$ cat src/hdl/tms_pkg.sv
// Package for the transform matrix stack: sizes, codes, state and command types.
// Used by tms_datapath, tms_controller, the top level and the testbench; depends on nothing.
`default_nettype none

package tms_pkg;

  localparam int STACK_DEPTH = 16;
  localparam int ENT_W       = $clog2(STACK_DEPTH);
  localparam int LVL_W       = $clog2(STACK_DEPTH + 1);
  localparam int MAT_WORDS   = 16;
  localparam int ADDR_W      = 1 + ENT_W + 4;
  localparam int RAM_DEPTH   = 2 ** ADDR_W;

  localparam int ELEM_W = 32;
  localparam int FRAC_W = 16;
  localparam int PROD_W = 2 * ELEM_W;
  localparam int ACC_W  = PROD_W + 2;
  localparam int HEAD_W = ACC_W - ELEM_W - FRAC_W + 1;

  localparam logic [ELEM_W-1:0] ELEM_MAX = {1'b0, {(ELEM_W - 1){1'b1}}};
  localparam logic [ELEM_W-1:0] ELEM_MIN = {1'b1, {(ELEM_W - 1){1'b0}}};

  localparam int DEPTH_W       = 5;
  localparam int IN_TDATA_W    = 136;
  localparam int IN_TUSER_W    = 3;
  localparam int OUT_TDATA_W   = 136;
  localparam int OUT_TUSER_W   = 2;
  localparam int ROW_W         = 2;
  localparam int ELEMS_LSB     = ROW_W;
  localparam int OUT_DEPTH_LSB = ROW_W + 4 * ELEM_W;

  typedef enum logic [1:0] {
    FUNC_PUSH  = 2'd0,
    FUNC_POP   = 2'd1,
    FUNC_CLEAR = 2'd2
  } func_t;

  typedef enum logic [1:0] {
    ST_OK        = 2'd0,
    ST_OVERFLOW  = 2'd1,
    ST_UNDERFLOW = 2'd2
  } status_t;

  typedef enum logic [2:0] {
    S_IDLE,
    S_LOAD,
    S_MUL,
    S_ACC,
    S_SAT,
    S_COPY,
    S_EMIT
  } state_t;

  typedef struct packed {
    logic                 stage_we;
    logic                 rd_issue;
    logic                 mul_en;
    logic                 acc_en;
    logic                 sat_wr;
    logic                 copy_wr;
    logic                 row_ld;
    logic                 info_ld;
    status_t              status;
    logic [DEPTH_W-1:0]   depth;
    logic                 last;
    logic                 sel;
    logic [ENT_W-1:0]     ent;
    logic [1:0]           row;
    logic [1:0]           col;
    logic [1:0]           term;
  } tms_cmd_t;

endpackage

`default_nettype wire

$ cat src/hdl/tms_controller.sv
// Controller: stack levels, operation decode and the sequencer for the matrix product.
// Depends on tms_pkg; commands tms_datapath through tms_cmd_t.
`default_nettype none

module tms_controller
  import tms_pkg::*;
(
  input  logic       clk,
  input  logic       rst_n,
  input  logic       in_tvalid,
  output logic       in_tready,
  input  logic [1:0] in_func,
  input  logic       in_sel,
  input  logic [1:0] in_row_index,
  output logic       out_tvalid,
  input  logic       out_tready,
  output tms_cmd_t   cmd
);

  state_t             state_r, state_nxt;
  logic [LVL_W-1:0]   lvl_r [2];
  logic [LVL_W-1:0]   lvl_nxt [2];
  logic               sel_r, sel_nxt;
  logic [ENT_W-1:0]   ent_r, ent_nxt;
  logic [DEPTH_W-1:0] depth_r, depth_nxt;
  logic               copy_r, copy_nxt;
  logic               info_r, info_nxt;
  logic [1:0]         row_cnt_r, row_cnt_nxt;
  logic [1:0]         col_cnt_r, col_cnt_nxt;
  logic [1:0]         term_cnt_r, term_cnt_nxt;
  logic [LVL_W-1:0]   cur_lvl;

  assign cur_lvl = lvl_r[in_sel];

  always_ff @(posedge clk) begin
    if (!rst_n) begin
      state_r    <= S_IDLE;
      lvl_r[0]   <= '0;
      lvl_r[1]   <= '0;
      sel_r      <= 1'b0;
      ent_r      <= '0;
      depth_r    <= '0;
      copy_r     <= 1'b0;
      info_r     <= 1'b0;
      row_cnt_r  <= '0;
      col_cnt_r  <= '0;
      term_cnt_r <= '0;
    end else begin
      state_r    <= state_nxt;
      lvl_r[0]   <= lvl_nxt[0];
      lvl_r[1]   <= lvl_nxt[1];
      sel_r      <= sel_nxt;
      ent_r      <= ent_nxt;
      depth_r    <= depth_nxt;
      copy_r     <= copy_nxt;
      info_r     <= info_nxt;
      row_cnt_r  <= row_cnt_nxt;
      col_cnt_r  <= col_cnt_nxt;
      term_cnt_r <= term_cnt_nxt;
    end
  end

  always_comb begin
    state_nxt    = state_r;
    lvl_nxt[0]   = lvl_r[0];
    lvl_nxt[1]   = lvl_r[1];
    sel_nxt      = sel_r;
    ent_nxt      = ent_r;
    depth_nxt    = depth_r;
    copy_nxt     = copy_r;
    info_nxt     = info_r;
    row_cnt_nxt  = row_cnt_r;
    col_cnt_nxt  = col_cnt_r;
    term_cnt_nxt = term_cnt_r;
    in_tready    = 1'b0;
    out_tvalid   = 1'b0;

    cmd        = '0;
    cmd.status = ST_OK;
    cmd.depth  = depth_r;
    cmd.sel    = sel_r;
    cmd.ent    = ent_r;
    cmd.row    = row_cnt_r;
    cmd.col    = col_cnt_r;
    cmd.term   = term_cnt_r;
    cmd.last   = (row_cnt_r == 2'd3);

    case (state_r)
      S_IDLE: begin
        in_tready = 1'b1;
        if (in_tvalid) begin
          sel_nxt = in_sel;
          case (in_func)
            FUNC_CLEAR: begin
              lvl_nxt[0]  = '0;
              lvl_nxt[1]  = '0;
              cmd.info_ld = 1'b1;
              cmd.status  = ST_OK;
              cmd.depth   = '0;
              cmd.last    = 1'b1;
              info_nxt    = 1'b1;
              state_nxt   = S_EMIT;
            end
            FUNC_POP: begin
              cmd.info_ld = 1'b1;
              cmd.last    = 1'b1;
              info_nxt    = 1'b1;
              state_nxt   = S_EMIT;
              if (cur_lvl < LVL_W'(2)) begin
                cmd.status = ST_UNDERFLOW;
                cmd.depth  = DEPTH_W'(cur_lvl);
              end else begin
                lvl_nxt[in_sel] = cur_lvl - 1'b1;
                cmd.status      = ST_OK;
                cmd.depth       = DEPTH_W'(cur_lvl - 1'b1);
              end
            end
            FUNC_PUSH: begin
              cmd.stage_we = 1'b1;
              if (in_row_index == 2'd3) begin
                if (cur_lvl >= LVL_W'(STACK_DEPTH)) begin
                  cmd.info_ld = 1'b1;
                  cmd.status  = ST_OVERFLOW;
                  cmd.depth   = DEPTH_W'(cur_lvl);
                  cmd.last    = 1'b1;
                  info_nxt    = 1'b1;
                  state_nxt   = S_EMIT;
                end else begin
                  lvl_nxt[in_sel] = cur_lvl + 1'b1;
                  ent_nxt         = cur_lvl[ENT_W-1:0];
                  depth_nxt       = DEPTH_W'(cur_lvl + 1'b1);
                  copy_nxt        = (cur_lvl == '0);
                  info_nxt        = 1'b0;
                  row_cnt_nxt     = '0;
                  col_cnt_nxt     = '0;
                  term_cnt_nxt    = '0;
                  state_nxt       = (cur_lvl == '0) ? S_COPY : S_LOAD;
                end
              end
            end
            default: begin
            end
          endcase
        end
      end
      S_LOAD: begin
        cmd.rd_issue = 1'b1;
        state_nxt    = S_MUL;
      end
      S_MUL: begin
        cmd.mul_en = 1'b1;
        state_nxt  = S_ACC;
      end
      S_ACC: begin
        cmd.acc_en = 1'b1;
        if (term_cnt_r == 2'd3) begin
          term_cnt_nxt = '0;
          state_nxt    = S_SAT;
        end else begin
          term_cnt_nxt = term_cnt_r + 1'b1;
          state_nxt    = S_LOAD;
        end
      end
      S_SAT: begin
        cmd.sat_wr = 1'b1;
        if (col_cnt_r == 2'd3) begin
          cmd.row_ld = 1'b1;
          state_nxt  = S_EMIT;
        end else begin
          col_cnt_nxt = col_cnt_r + 1'b1;
          state_nxt   = S_LOAD;
        end
      end
      S_COPY: begin
        cmd.copy_wr = 1'b1;
        if (col_cnt_r == 2'd3) begin
          cmd.row_ld = 1'b1;
          state_nxt  = S_EMIT;
        end else begin
          col_cnt_nxt = col_cnt_r + 1'b1;
        end
      end
      S_EMIT: begin
        out_tvalid = 1'b1;
        if (out_tready) begin
          if (info_r || row_cnt_r == 2'd3) begin
            state_nxt = S_IDLE;
          end else begin
            row_cnt_nxt  = row_cnt_r + 1'b1;
            col_cnt_nxt  = '0;
            term_cnt_nxt = '0;
            state_nxt    = copy_r ? S_COPY : S_LOAD;
          end
        end
      end
      default: begin
        state_nxt = S_IDLE;
      end
    endcase
  end

endmodule

`default_nettype wire

$ cat config.mk
export PLATFORM = sky130hd
export DESIGN_NAME = tms_controller
export DESIGN_NICKNAME = d
export VERILOG_FILES = /design/src/hdl/tms_pkg.sv /design/src/hdl/tms_controller.sv
export SDC_FILE = /design/constraint.sdc
export NUM_CORES = 1
export LEC_CHECK = 0
export ABC_CLOCK_PERIOD_IN_PS = 2800
export BUFFER_PORTS_ARGS = -buffer_cell sky130_fd_sc_hd__buf_2
export CELL_PAD_IN_SITES_DETAIL_PLACEMENT = 2
export CELL_PAD_IN_SITES_GLOBAL_PLACEMENT = 2
export CORE_ASPECT_RATIO = 1.4
export CORE_MARGIN = 3
export CORE_UTILIZATION = 33
export DETAILED_ROUTE_END_ITERATION = 8
export PLACE_DENSITY_LB_ADDON = 0.05
export SLEW_MARGIN = 0
export SYNTH_ARGS = -nofsm -noshare
export SYNTH_HDL_FRONTEND = slang
export SYNTH_SLANG_ARGS = --single-unit
$ cat constraint.sdc
create_clock -name clk -period 2.8 [get_ports clk]
set_input_delay 0.14 -clock clk [delete_from_list [all_inputs] [get_ports clk]]
set_output_delay 0.14 -clock clk [all_outputs]
set_load 0.01 [all_outputs]
==> results.toml <==
[sta]
max_freq_ghz = 0.4092
grt_setup_unrepaired = "no"
fin_crit_ns = 2.444
drv_slew = 0
worstMarginPinSlew_ns = 0.9378
fin_crit_sh_pct = 87.27
finalWorstSetupSlack_ns = 0.3564
final-hold-violation-count = 0
holdWs_ns = 0.1627
relSlewSlack_pct = 37.41
tns_ns = 0
fin_skew_ns = 0.006294
finalSetupViolations = 0

[synth]
async_reset_ff_share_pct = 0
synth_top_family_by_area = "simple AND/OR/NAND/NOR gates"
yosys_warnings = 0
synth_cell_types = 65
seq_area_frac_synth_pct = 26.61
ys.flop_type = "dfxtp_1"
synth_xor_area_share_pct = 3.004
synth_edf_count = 0
synth_nets = 308
syn_inst = 289
synthMuxAreaShare_pct = 7.135
syn_area_per_cell_um2 = 8.070
postSynthRegisterBits = 31
netlist_area_um2 = 2332
synthSimpleGateAreaFrac_pct = 29.24
synth_compound_area_share_pct = 22.37
synth_fa_ha_area_share_pct = 5.365

[flow_run]
cap_violations = 0

[outcome]
status = "completed"

[floorplanning]
coreArea_um2 = 6700
io_pins = 38
initial_core_util_pct = 34.81
fp.dieW_um = 77.05
die-area_um2 = 8126
rows = 35
die_y_um = 105.5

[detailed_routing]
drcViolationCount = 0
firstDrtPassIters = 6
viasPerCell = 5.414
drt-met1-wl_mm = 2.973
highest_layer = "met4"
ant_nets = 0
wl_mm = 7.690
vias = 2274
wire_per_inst_um = 18.31
wl_met3_um = 152
drt_iter0_drc = 56
met2_length_mm = 4.440

[placement]
io_buffers = 37
pre_cts_slack_ns = 0.1887
place_congestion = 0.8008
dp_hpwl_mm = 6.013
dp_cells = 413
dpl-instance-area_um2 = 2629

[power_and_ir_drop]
p_switching_mw = 0.7630
total_power_mw = 1.856
p_leak_nw = 1.160
combinationalPowerShare_pct = 47.4
switching_share_pct = 41.11
p_int_mw = 1.093
power.share.sequential_pct = 29.3
clockPowerShare_pct = 23.3
vdd_drop_max_mv = 0.2256
powerDensity_nw_per_um2 = 679.5

[cells_and_area]
final_cell_mix = "buf_2, dfxtp_1, nor2_1, nand2_1, o21ai_0"
stdcell_count = 420
finalInstanceArea_um2 = 2731
area_growth_pct = 17.11
fin_util_pct = 40.77
fin_nets = 347
final_common_cell = "buf_2"
drive_above_1_share_pct = 22.87
n_antenna_cell = 0

[grt]
grt_pass1_vias = 2556
grt_pass1_wl_mm = 13.21
antenna_found_initial = 0
grt_start_max_net_pins = 25
gr-usage-all-layers_pct = 20.37
grt_overflow = 0

[cts]
ctsResizeCount = 0
cts_tree = "yes"
htree_num_levels = 2
clockRootBuffer = "clkbuf_8"
cts_hold_buf = 0
clock-sinks = 31
cts_buffer_depth = 2
numCtsBuffers = 5
cts_setup_buffers = 0
path_clk_slew_ns = 0.06
insertion_delay_ns = 0.29

[worst_setup_path]
worstPathMaxFanout = 9
path_class = "reg -> out"
cp_slowest_stage_delay_ns = 0.68
crit_family = "simple AND/OR/NAND/NOR gates"
cp.buffers_inverters = 1
critPathArrivalTime_ns = 2.30
cpMaxStageDelayCell = "or4b_4"
critical_path.cell_chain = "or4b_4 > nor2_8 > nand2_1 > a221o_1 > buf_2"
critPathLaunchType = "flop"
end_kind = "output pin"
required_ns = 2.66

[hold_path]
hp-class = "in -> reg"
layer usage:
metal	track usage, %	vias to the layer above
met5	0	-
met4	6.743	0
met3	2.479	11
met2	40.27	29
met1	21.83	1121
li1	-	1113
synthesized netlist by cell type, drive strengths merged, types with 2 or more instances:
library cell,count,area share (%)
a211oi,4,1.9
a21boi,5,1.6
a21oi,17,3.6
a22oi,3,0.97
a32oi,2,0.75
and2,6,1.6
and3,7,1.9
buf,10,2.9
clkbuf,7,1.1
dfxtp,31,27
ha,10,5.4
inv,14,2.3
mux2,2,0.97
mux2i,14,6.2
nand2,19,3.1
nand2b,6,1.6
nand3,12,2.6
nand3b,3,0.97
nor2,30,5.5
nor2b,3,0.80
nor3,8,2.4
nor3b,2,0.64
nor4,2,0.54
o211ai,3,1.2
o21a,4,1.3
o21ai,21,4.5
o221ai,2,0.75
o22ai,3,0.80
or2,6,1.6
or3,2,0.54
or3b,2,0.75
xnor2,8,3.0
final cells by class:
type	count	area [um2]
fillers	788	3969
clock inverters	1	30.03
clock buffers	6	72.57
well taps	92	115.1
inverters	14	52.55
flip-flops and latches	31	620.6
multi-input cells	227	1565
repair buffers	49	275.3
power by group through the flow:
stage               Clock (mW)  Sequential, mW  Combinational (mW)
floorplan                    0           0.518               0.668
global placement             0           0.552               0.880
detailed placement           0           0.554               0.892
CTS                      0.457           0.544               0.898
global route             0.470           0.553               0.984
finish                   0.433           0.544               0.880
final timing paths:
check	start	end	slack, ns	depth (start not counted)
min	rst_n	term_cnt_r[1]	0.16	2
max	state_r[2]	cmd[14]	0.36	5
min reg2reg	sel_r	sel_r	0.48	2
max reg2reg	lvl_r[1][0]	lvl_r[1][4]	0.56	7
registers in the layout (all words and copies together) (netlist names):
register and cells:
lvl_r 10, term_cnt_r 2, ent_r 4, sel_r 1
info_r 1, state_r 3, depth_r 5, col_cnt_r 2
row_cnt_r 2, copy_r 1
logic make-up (layout without fill, tap and decap cells):
| group | after synthesis | after routing |
|---|---|---|
| AOI/OAI and AO/OA | 76 | 76 |
| xor gates and xnor gates | 8 | 8 |
| adders and majority gates | 10 | 10 |
| buffers and inverters | 31 | 70 |
| DFF | 31 | 31 |
| muxes | 16 | 16 |
| and+or+nand+nor | 117 | 117 |
worst reg2reg max path, delay by kind of cell (launching register included):
| family | cells | cell delay (ns) |
|---|---|---|
| flops | 1 | 0.32 |
| fa+ha+maj | 1 | 0.28 |
| compound gates | 3 | 0.63 |
| buf+inv | 1 | 0.22 |
| mux | 2 | 0.72 |
Note: power is estimated with default switching activity, not from simulation.
